File: src/rtl/svacc_pkg.sv
// svacc_pkg: request/result types, format codes and register addresses
// for the scaled vector accumulate core and its checker
// no dependencies
package svacc_pkg;

	// element format codes
	localparam logic [1:0] FMT_FP32 = 2'd0;
	localparam logic [1:0] FMT_FP16 = 2'd1;
	localparam logic [1:0] FMT_BF16 = 2'd2;

	// register byte addresses
	localparam logic [2:0] ADDR_FORMAT = 3'd0;
	localparam logic [2:0] ADDR_SCALE  = 3'd4;

	// fp32 constants
	localparam logic [31:0] SCALE_RESET = 32'h3F80_0000;
	localparam logic [31:0] QUIET_BIT   = 32'h0040_0000;
	localparam logic [31:0] DEFAULT_NAN = 32'hFFC0_0000;

	// cycles from accepted request to result strobe
	localparam int PIPE_DEPTH = 9;

	typedef struct packed {
		logic [31:0] x_value;
		logic [31:0] y_value;
		logic        last_element;
	} request_t;

	typedef struct packed {
		logic [31:0] sum_value;
		logic        last_out;
	} result_t;

endpackage

File: src/rtl/scaled_vector_accumulate_core.sv
// scaled_vector_accumulate_core: pipelined y + scale*x in fp32, fp16 or bf16
// depends on svacc_pkg (types, format codes, register addresses)
//
//   channel   | ports                                      | transfer
//   ----------+--------------------------------------------+---------------------------
//   request   | start, busy, request                       | start high, busy low
//   result    | done, result                               | done high for one cycle
//   config    | psel penable pwrite paddr pwdata prdata    | psel & penable & pwrite
//             | pready                                     |
//
// one request per cycle; each result passes through the registered stages
// widen, unpack, multiply, round product, align, add, normalize, round, narrow
// busy is never raised and the result side has no back pressure
// reset clears the stage valid bits and sets format fp32 and scale 1.0
module scaled_vector_accumulate_core (
	input  logic                clk,
	input  logic                arst_n,
	input  logic                psel,
	input  logic                penable,
	input  logic                pwrite,
	input  logic [2:0]          paddr,
	input  logic [31:0]         pwdata,
	output logic [31:0]         prdata,
	output logic                pready,
	input  logic                start,
	output logic                busy,
	input  svacc_pkg::request_t request,
	output logic                done,
	output svacc_pkg::result_t  result
);

	typedef struct packed {
		logic       sign;
		logic [9:0] exp;
		logic [23:0] mant;
	} unp_t;

	typedef struct packed {
		logic [1:0] fmt;
		logic       last;
	} ctl_t;

	// fp16 to fp32, exact
	function automatic logic [31:0] half_to_single(input logic [15:0] h);
		logic [4:0] e;
		logic [9:0] m;
		logic [3:0] lz;
		logic [9:0] mn;
		logic found;
		logic [31:0] r;
		e = h[14:10];
		m = h[9:0];
		lz = '0;
		found = 1'b0;
		for (int i = 9; i >= 0; i--) begin
			if (!found && m[i]) begin
				lz = 4'(9 - i);
				found = 1'b1;
			end
		end
		mn = m << (lz + 4'd1);
		if (e == 5'h1F) begin
			r = (m != '0) ? {h[15], 8'hFF, 1'b1, m[8:0], 13'b0} : {h[15], 8'hFF, 23'b0};
		end else if (e == 5'h00) begin
			r = (m == '0) ? {h[15], 31'b0} : {h[15], 8'd112 - {4'b0, lz}, mn, 13'b0};
		end else begin
			r = {h[15], {3'b0, e} + 8'd112, m, 13'b0};
		end
		return r;
	endfunction

	// fp32 to fp16, round to nearest even
	function automatic logic [15:0] single_to_half(input logic [31:0] b);
		logic [7:0] e;
		logic [22:0] m;
		logic signed [9:0] e16;
		logic [14:0] v;
		logic [12:0] rem;
		logic signed [9:0] shw;
		logic [4:0] sh;
		logic [47:0] ext;
		logic inc;
		logic [15:0] r;
		e = b[30:23];
		m = b[22:0];
		e16 = $signed({2'b0, e}) - 10'sd112;
		shw = 10'sd14 - e16;
		sh = shw[4:0];
		ext = {1'b1, m, 24'b0} >> sh;
		rem = m[12:0];
		if (e == 8'hFF) begin
			r = (m != '0) ? {b[31], 5'h1F, 1'b1, m[21:13]} : {b[31], 15'h7C00};
		end else if (e16 >= 10'sd31) begin
			r = {b[31], 15'h7C00};
		end else if (e16 >= 10'sd1) begin
			v = {e16[4:0], m[22:13]};
			inc = (rem > 13'h1000) || (rem == 13'h1000 && v[0]);
			r = {b[31], v + {14'b0, inc}};
		end else if (e == 8'd0 || shw > 10'sd24) begin
			r = {b[31], 15'b0};
		end else begin
			v = ext[38:24];
			inc = ext[23] && ((|ext[22:0]) || v[0]);
			r = {b[31], v + {14'b0, inc}};
		end
		return r;
	endfunction

	// fp32 to bf16, round to nearest even
	function automatic logic [15:0] single_to_bf16(input logic [31:0] b);
		logic [31:0] t;
		t = b + 32'h0000_7FFF + {31'b0, b[16]};
		if (b[30:23] == 8'hFF && b[22:0] != '0) begin
			return b[31:16] | 16'h0040;
		end
		return t[31:16];
	endfunction

	function automatic logic is_nan(input logic [31:0] a);
		return (a[30:23] == 8'hFF) && (a[22:0] != '0);
	endfunction

	function automatic logic is_inf(input logic [31:0] a);
		return (a[30:23] == 8'hFF) && (a[22:0] == '0);
	endfunction

	// split an fp32 value and bring subnormals to a leading one
	function automatic unp_t unpack_norm(input logic [31:0] a);
		unp_t u;
		logic [23:0] m;
		logic [4:0] lz;
		logic found;
		m = {a[30:23] != 8'd0, a[22:0]};
		lz = '0;
		found = 1'b0;
		for (int i = 23; i >= 0; i--) begin
			if (!found && m[i]) begin
				lz = 5'(23 - i);
				found = 1'b1;
			end
		end
		u.sign = a[31];
		u.mant = m << lz;
		u.exp = ((a[30:23] == 8'd0) ? 10'd1 : {2'b0, a[30:23]}) - {5'b0, lz};
		return u;
	endfunction

	// configuration registers
	logic [1:0]  fmt_q;
	logic [31:0] scale_q;
	logic        cfg_wr;

	assign cfg_wr = psel & penable & pwrite;
	assign pready = 1'b1;

	always_ff @(posedge clk or negedge arst_n) begin
		if (!arst_n) begin
			fmt_q   <= svacc_pkg::FMT_FP32;
			scale_q <= svacc_pkg::SCALE_RESET;
		end else if (cfg_wr) begin
			unique case (paddr)
				svacc_pkg::ADDR_FORMAT: fmt_q <= pwdata[1:0];
				svacc_pkg::ADDR_SCALE:  scale_q <= pwdata;
				default: ;
			endcase
		end
	end

	// register read back
	always_comb begin
		unique case (paddr)
			svacc_pkg::ADDR_FORMAT: prdata = {30'b0, fmt_q};
			svacc_pkg::ADDR_SCALE:  prdata = scale_q;
			default:                prdata = '0;
		endcase
	end

	assign busy = 1'b0;

	// stage valid bits
	logic v_s1, v_s2, v_s3, v_s4, v_s5, v_s6, v_s7, v_s8, v_s9;
	ctl_t ctl_s1, ctl_s2, ctl_s3, ctl_s4, ctl_s5, ctl_s6, ctl_s7, ctl_s8;

	always_ff @(posedge clk or negedge arst_n) begin
		if (!arst_n) begin
			{v_s1, v_s2, v_s3, v_s4, v_s5, v_s6, v_s7, v_s8, v_s9} <= '0;
		end else begin
			{v_s1, v_s2, v_s3, v_s4, v_s5, v_s6, v_s7, v_s8, v_s9} <=
				{start & ~busy, v_s1, v_s2, v_s3, v_s4, v_s5, v_s6, v_s7, v_s8};
		end
	end

	always_ff @(posedge clk) begin
		ctl_s1 <= '{fmt: fmt_q, last: request.last_element};
		ctl_s2 <= ctl_s1;
		ctl_s3 <= ctl_s2;
		ctl_s4 <= ctl_s3;
		ctl_s5 <= ctl_s4;
		ctl_s6 <= ctl_s5;
		ctl_s7 <= ctl_s6;
		ctl_s8 <= ctl_s7;
	end

	// stage 1: widen elements to fp32
	logic [31:0] x_s1, y_s1;

	always_ff @(posedge clk) begin
		case (fmt_q)
			svacc_pkg::FMT_FP16: begin
				x_s1 <= half_to_single(request.x_value[15:0]);
				y_s1 <= half_to_single(request.y_value[15:0]);
			end
			svacc_pkg::FMT_BF16: begin
				x_s1 <= {request.x_value[15:0], 16'b0};
				y_s1 <= {request.y_value[15:0], 16'b0};
			end
			default: begin
				x_s1 <= request.x_value;
				y_s1 <= request.y_value;
			end
		endcase
	end

	// stage 2: unpack x and scale, resolve product special cases
	logic [31:0] y_s2, pspec_val_s2;
	logic        pspec_s2;
	unp_t        xu_s2, su_s2;
	logic        psign;

	assign psign = x_s1[31] ^ scale_q[31];

	always_ff @(posedge clk) begin
		y_s2  <= y_s1;
		xu_s2 <= unpack_norm(x_s1);
		su_s2 <= unpack_norm(scale_q);
		pspec_s2 <= 1'b1;
		if (is_nan(x_s1)) begin
			pspec_val_s2 <= x_s1 | svacc_pkg::QUIET_BIT;
		end else if (is_nan(scale_q)) begin
			pspec_val_s2 <= scale_q | svacc_pkg::QUIET_BIT;
		end else if ((is_inf(x_s1) && scale_q[30:0] == '0) ||
				(is_inf(scale_q) && x_s1[30:0] == '0)) begin
			pspec_val_s2 <= svacc_pkg::DEFAULT_NAN;
		end else if (is_inf(x_s1) || is_inf(scale_q)) begin
			pspec_val_s2 <= {psign, 8'hFF, 23'b0};
		end else if (x_s1[30:0] == '0 || scale_q[30:0] == '0) begin
			pspec_val_s2 <= {psign, 31'b0};
		end else begin
			pspec_s2 <= 1'b0;
			pspec_val_s2 <= '0;
		end
	end

	// stage 3: mantissa multiply
	logic [31:0]       y_s3, pspec_val_s3;
	logic              pspec_s3, psign_s3;
	logic signed [11:0] pe_s3;
	logic [47:0]       prod_s3;

	always_ff @(posedge clk) begin
		y_s3 <= y_s2;
		pspec_s3 <= pspec_s2;
		pspec_val_s3 <= pspec_val_s2;
		psign_s3 <= xu_s2.sign ^ su_s2.sign;
		pe_s3 <= $signed({{2{xu_s2.exp[9]}}, xu_s2.exp}) +
			$signed({{2{su_s2.exp[9]}}, su_s2.exp}) - 12'sd127;
		prod_s3 <= xu_s2.mant * su_s2.mant;
	end

	// stage 4: normalize and round the product
	logic [47:0]        pn;
	logic signed [11:0] pe_n, shw;
	logic [5:0]         shm1;
	logic [47:0]        pr1;
	logic               pst, prup;
	logic [23:0]        pm;
	logic [7:0]         pbase;
	logic [31:0]        ptot, pbits;

	always_comb begin
		pn = prod_s3[47] ? prod_s3 : {prod_s3[46:0], 1'b0};
		pe_n = pe_s3 + $signed({11'b0, prod_s3[47]});
		shw = (pe_n >= 12'sd1) ? 12'sd23 : (12'sd24 - pe_n);
		shm1 = (shw > 12'sd49) ? 6'd49 : shw[5:0];
		pr1 = pn >> shm1;
		pst = |(pn & ~({48{1'b1}} << shm1));
		pm = pr1[24:1];
		prup = pr1[0] & (pst | pm[0]);
		pbase = (pe_n >= 12'sd1) ? pe_n[7:0] - 8'd1 : 8'd0;
		ptot = {1'b0, pbase, 23'b0} + {8'b0, pm} + {31'b0, prup};
		if (pspec_s3) begin
			pbits = pspec_val_s3;
		end else if (pe_n >= 12'sd255 || ptot[31] || ptot[30:23] == 8'hFF) begin
			pbits = {psign_s3, 8'hFF, 23'b0};
		end else begin
			pbits = {psign_s3, ptot[30:0]};
		end
	end

	logic [31:0] y_s4, p_s4;

	always_ff @(posedge clk) begin
		y_s4 <= y_s3;
		p_s4 <= pbits;
	end

	// stage 5: sum special cases, order by magnitude, align the smaller operand
	logic [31:0] big, lit;
	logic [7:0]  eb, el, ed;
	logic [26:0] mlx, mlsh;
	logic        mlst;

	always_comb begin
		if (p_s4[30:0] > y_s4[30:0]) begin
			big = p_s4;
			lit = y_s4;
		end else begin
			big = y_s4;
			lit = p_s4;
		end
		eb = (big[30:23] == 8'd0) ? 8'd1 : big[30:23];
		el = (lit[30:23] == 8'd0) ? 8'd1 : lit[30:23];
		ed = eb - el;
		mlx = {lit[30:23] != 8'd0, lit[22:0], 3'b0};
		mlst = 1'b0;
		if (ed >= 8'd27) begin
			mlsh = {26'b0, |mlx};
		end else begin
			mlsh = mlx >> ed;
			mlst = |(mlx & ~({27{1'b1}} << ed));
			mlsh[0] = mlsh[0] | mlst;
		end
	end

	logic [31:0] aspec_val_s5;
	logic        aspec_s5, asign_s5, sub_s5;
	logic [7:0]  ea_s5;
	logic [26:0] ma_s5, mb_s5;

	always_ff @(posedge clk) begin
		aspec_s5 <= 1'b1;
		if (is_nan(y_s4)) begin
			aspec_val_s5 <= y_s4 | svacc_pkg::QUIET_BIT;
		end else if (is_nan(p_s4)) begin
			aspec_val_s5 <= p_s4 | svacc_pkg::QUIET_BIT;
		end else if (is_inf(y_s4) && is_inf(p_s4) && (y_s4[31] != p_s4[31])) begin
			aspec_val_s5 <= svacc_pkg::DEFAULT_NAN;
		end else if (is_inf(y_s4)) begin
			aspec_val_s5 <= y_s4;
		end else if (is_inf(p_s4)) begin
			aspec_val_s5 <= p_s4;
		end else begin
			aspec_s5 <= 1'b0;
			aspec_val_s5 <= '0;
		end
		asign_s5 <= big[31];
		sub_s5 <= big[31] ^ lit[31];
		ea_s5 <= eb;
		ma_s5 <= {big[30:23] != 8'd0, big[22:0], 3'b0};
		mb_s5 <= mlsh;
	end

	// stage 6: add or subtract magnitudes
	logic [31:0] aspec_val_s6;
	logic        aspec_s6, asign_s6, sub_s6;
	logic [7:0]  ea_s6;
	logic [27:0] sum_s6;

	always_ff @(posedge clk) begin
		aspec_s6 <= aspec_s5;
		aspec_val_s6 <= aspec_val_s5;
		asign_s6 <= asign_s5;
		sub_s6 <= sub_s5;
		ea_s6 <= ea_s5;
		sum_s6 <= sub_s5 ? ({1'b0, ma_s5} - {1'b0, mb_s5}) : ({1'b0, ma_s5} + {1'b0, mb_s5});
	end

	// stage 7: normalize the sum, never below the smallest exponent
	logic [4:0]  slz;
	logic        sfound;
	logic [7:0]  slim, ssh;
	logic [26:0] snorm;
	logic [8:0]  se;

	always_comb begin
		slz = 5'd27;
		sfound = 1'b0;
		for (int i = 26; i >= 0; i--) begin
			if (!sfound && sum_s6[i]) begin
				slz = 5'(26 - i);
				sfound = 1'b1;
			end
		end
		slim = ea_s6 - 8'd1;
		ssh = ({3'b0, slz} < slim) ? {3'b0, slz} : slim;
		if (sum_s6[27]) begin
			snorm = {sum_s6[27:2], sum_s6[1] | sum_s6[0]};
			se = {1'b0, ea_s6} + 9'd1;
		end else begin
			snorm = sum_s6[26:0] << ssh;
			se = {1'b0, ea_s6} - {1'b0, ssh};
		end
	end

	logic [31:0] aspec_val_s7;
	logic        aspec_s7, asign_s7, zero_s7, zsign_s7;
	logic [26:0] t_s7;
	logic [8:0]  e_s7;

	always_ff @(posedge clk) begin
		aspec_s7 <= aspec_s6;
		aspec_val_s7 <= aspec_val_s6;
		asign_s7 <= asign_s6;
		zero_s7 <= (sum_s6 == '0);
		zsign_s7 <= asign_s6 & ~sub_s6;
		t_s7 <= snorm;
		e_s7 <= se;
	end

	// stage 8: round the sum to fp32
	logic        srup;
	logic [31:0] stot, sbits;

	always_comb begin
		srup = t_s7[2] & (t_s7[1] | t_s7[0] | t_s7[3]);
		stot = {e_s7 - 9'd1, 23'b0} + {8'b0, t_s7[26:3]} + {31'b0, srup};
		if (aspec_s7) begin
			sbits = aspec_val_s7;
		end else if (zero_s7) begin
			sbits = {zsign_s7, 31'b0};
		end else if (stot[31] || stot[30:23] == 8'hFF) begin
			sbits = {asign_s7, 8'hFF, 23'b0};
		end else begin
			sbits = {asign_s7, stot[30:0]};
		end
	end

	logic [31:0] f_s8;

	always_ff @(posedge clk) begin
		f_s8 <= sbits;
	end

	// stage 9: narrow to the element format
	svacc_pkg::result_t res_s9;

	always_ff @(posedge clk) begin
		res_s9.last_out <= ctl_s8.last;
		case (ctl_s8.fmt)
			svacc_pkg::FMT_FP16: res_s9.sum_value <= {16'b0, single_to_half(f_s8)};
			svacc_pkg::FMT_BF16: res_s9.sum_value <= {16'b0, single_to_bf16(f_s8)};
			default:             res_s9.sum_value <= f_s8;
		endcase
	end

	assign done   = v_s9;
	assign result = res_s9;

endmodule

File: config.mk
export PLATFORM = sky130hd
export DESIGN_NAME = scaled_vector_accumulate_core
export DESIGN_NICKNAME = d
export VERILOG_FILES = /design/src/rtl/svacc_pkg.sv /design/src/rtl/scaled_vector_accumulate_core.sv
export SDC_FILE = /design/constraint.sdc
export NUM_CORES = 2
export LEC_CHECK = 0
export BUFFER_PORTS_ARGS = -buffer_cell sky130_fd_sc_hd__buf_2
export CORE_ASPECT_RATIO = 0.75
export CORE_MARGIN = 2
export CORE_UTILIZATION = 40
export DETAILED_ROUTE_END_ITERATION = 7
export GPL_TIMING_DRIVEN = 0
export SLEW_MARGIN = 20
export SYNTH_ARGS = -nofsm -noshare
export SYNTH_HDL_FRONTEND = slang
export SYNTH_SLANG_ARGS = --single-unit
export TNS_END_PERCENT = 5
File: constraint.sdc
create_clock -name clk -period 9.65 [get_ports clk]
set_input_delay 1.93 -clock clk [delete_from_list [all_inputs] [get_ports clk]]
set_output_delay 1.93 -clock clk [all_outputs]
set_load 0.1 [all_outputs]
==> flow_summary.toml <==
[synthesis]
ys_seq_elements = 755
yosys_most_used_dff = "dfxtp_1"
async_reset_ff_frac = 0.05695
synth_edf_count = 0
synth_warnings = 0
ys_top_cells_by_count = "788 x nand2_1, 712 x dfxtp_1, 707 x inv_1"
syn-num-nets = 7549
yosysUniqueCellTypes = 112
synth_top_area_cell = "dfxtp_1"
ys_top_cells_by_area = "dfxtp_1 24%, fa_1 17%, ha_1 7.1%, mux2i_1 5.6%, nand2_1 5.1%"
synth_top_area_share = 0.2438
synth_cells = 6623
ys_seq_area_frac = 0.2624
avgSynthCellArea_um2 = 8.827
netlist_area_mm2 = 0.05846
synth_most_common_cell = "nand2_1"

[setup_path]
crit_buf_inv = 6
arrival_ns = 9.87
cp_slowest_cell = "dfxtp_1"
endpoint_kind = "register"
cp_top_family = "adder cells"
crit_required_ns = 10.18
ff2ff_path_depth = 28
r2r_end = "prod_s3[44]"
reg2reg_slack_ns = 0.31
cp_slowest_stage_delay_ns = 0.70
r2r_start = "su_s2[13]"
path_class = "reg -> reg"
start_kind = "register"
worst_path_most_repeated_cell = "fa_1"
path_max_fanout = 10

[finish]
drive_gt1_frac = 0.09066
area_growth_pct = 9.993
nets = 7785
n_fill_cell = 14250

[cts]
cts_tree = "yes"
clkLatencyLatePin_ns = 0.68
clock_sinks = 755
cts_inserted_buffers = 71
htreeDepth = 3
cts-root-buf = "clkbuf_16"
cts_hold_buf = 0
cts_buffer_depth = 3
cts.clk_slew.worst_paths_ns = 0.07

[detailed_routing]
wl_per_cell_um = 23.71
antenna_left = 0
drtIter0Drc = 5545
first_pass_iters = 6
drc = 0
via_per_inst = 5.687
wirelength_um = 209300
vias = 50200

[timing]
hold_viol = 0
fin_skew_ns = 0.03426
slew_headroom = 0.1390
max_freq_mhz = 107.1
setup_viol_count_final = 0
min_period_over_period = 0.9676
slew_viol_final = 0
rsz0062_at_grt = "false"
worst_pin_slew_ns = 1.282
setup_ws_ns = 0.3123
fin_crit_ns = 9.338

[floorplan]
fp.dieArea_mm2 = 0.1493
core_region_area_mm2 = 0.1452
die_h_um = 335.1
initial_core_util = 0.4027
rows = 121
die_w_um = 445.4
num_io_pins = 174

[place]
portBuffers = 161
globalplace.congestion = 1.023
hpwl_um = 170000
place_ws_ns = -0.3943

[grt]
antenna_found_initial = 17
grt_usage = 0.2758
grt_pass1_vias = 48390
grt_max_degree = 44
grt_overflow = 0
grt_first_pass_wirelength_um = 312000

[min_path]
hold_end = "pspec_val_s3[19]"
hold_start = "pspec_val_s2[19]"
hold_depth = 0
hold_path.class = "reg -> reg"

[run]
cap_violations = 0

[run_status]
status = "complete, no violations"
## flip-flops by register name, indices dropped and copies added, names as in the netlist, 33 cells and up
register / cells
prod_s3: 48
result: 33
su_s2: 34
xu_s2: 34
## per-layer routing
layer  track usage  part of all wire  up-vias
met1        0.4172              0.47    24520
met5      0.006479            0.0010        -
li1              -                 -    22790
met4       0.06376             0.025        8
met3       0.08576              0.12      347
met2        0.3754              0.39     2536
## metrics by stage
stage / util / instances / area, µm² / TNS (ns) / hold WS, ns
2_1_floorplan: - / 6623 / 58460 / 0 / 0.3096
3_3_place_gp: 0.4246 / 8690 / 61650 / -1.458 / 0.3117
3_5_place_dp: 0.4250 / 8692 / 61700 / -2.073 / 0.3121
4_1_cts: 0.4424 / 8823 / 64230 / -0.03834 / 0.3235
5_1_grt: 0.4429 / 8825 / 64300 / 0 / 0.3250
6_report: 0.4429 / 8827 / 64300 / 0 / 0.3208
## layout by cell type, fill, tap and decap left out, types with 47 or more instances in the layout
cell / netlist / final
clkbuf_1: 297 / 254
buf_2: 14 / 175
a22o_1: 73 / 73
o21ai_0: 261 / 261
dfxtp_1: 712 / 708
nand4_1: 47 / 47
a21o_1: 53 / 53
nor3_1: 107 / 105
a21oi_1: 323 / 323
mux2i_1: 329 / 328
nor2_1: 401 / 401
nand3_1: 115 / 114
xnor2_1: 154 / 153
xor2_1: 77 / 77
fa_1: 488 / 488
o22ai_1: 61 / 61
ha_1: 332 / 332
nor2b_1: 53 / 53
inv_1: 707 / 707
clkbuf_16: 0 / 73
nor4_1: 51 / 50
and2_1: 297 / 297
mux2_2: 129 / 129
nand2_1: 788 / 788
clkbuf_2: 0 / 47
## cell type report
type	count	area, µm²	area share
Clock inverter	43	514.2	0.007997
Sequential cell	755	15340	0.2386
Tap cell	1906	2385	0.03709
Clock buffer	87	1979	0.03078
Inverter	715	2684	0.04174
Timing Repair Buffer	164	832.0	0.01294
Buffer	350	1473	0.02290
Multi-Input combinational cell	4802	39080	0.6078
Antenna cell	5	12.51	0.0001946
## cells by family (layout without fill, tap and decap cells)
group	Yosys count	after routing	share of synthesized area
and+or+nand+nor	2047	2047	0.1661
AOI/OAI and AO/OA	1214	1214	0.1367
buffers and inverters	1066	1359	0.07009
adders and majority gates	821	821	0.2383
DFF	755	755	0.2624
muxes	485	485	0.09106
xor gates and xnor gates	233	233	0.03516
other	2	7	0.0001285
## timing repair
action,4_1_cts,5_1_grt
endpoints found under the setup margin,14,19
setup buffers,1,0
gates resized for setup,16,85
pin swaps,1,0
## worst register-to-register path: cells and delay by family, from the launching register on
family	cells	cell delay [ns]
fa+ha+maj	8	3.73
simple gates	5	1.00
flops	1	0.70
xor+xnor	1	0.14
buf+inv	6	1.00
compound gates	8	2.59
## worst max-delay path by stage
stage | slack [ns] | cells after the start | start | endpoint
6_report | 0.31 | 28 | su_s2[13] | prod_s3[44]
5_1_grt | 0.02 | 28 | su_s2[10] | prod_s3[44]
4_1_cts | -0.04 | 28 | su_s2[10] | prod_s3[44]
3_5_place_dp | -0.39 | 36 | y_s4[20] | mb_s5[0]
3_3_place_gp | -0.35 | 36 | y_s4[20] | mb_s5[0]
2_1_floorplan | 2.32 | 28 | su_s2[3] | prod_s3[44]
Power is left out: the tool's default activity adds up to more than one toggle a clock period on the data nets, which glitch-free logic cannot reach.
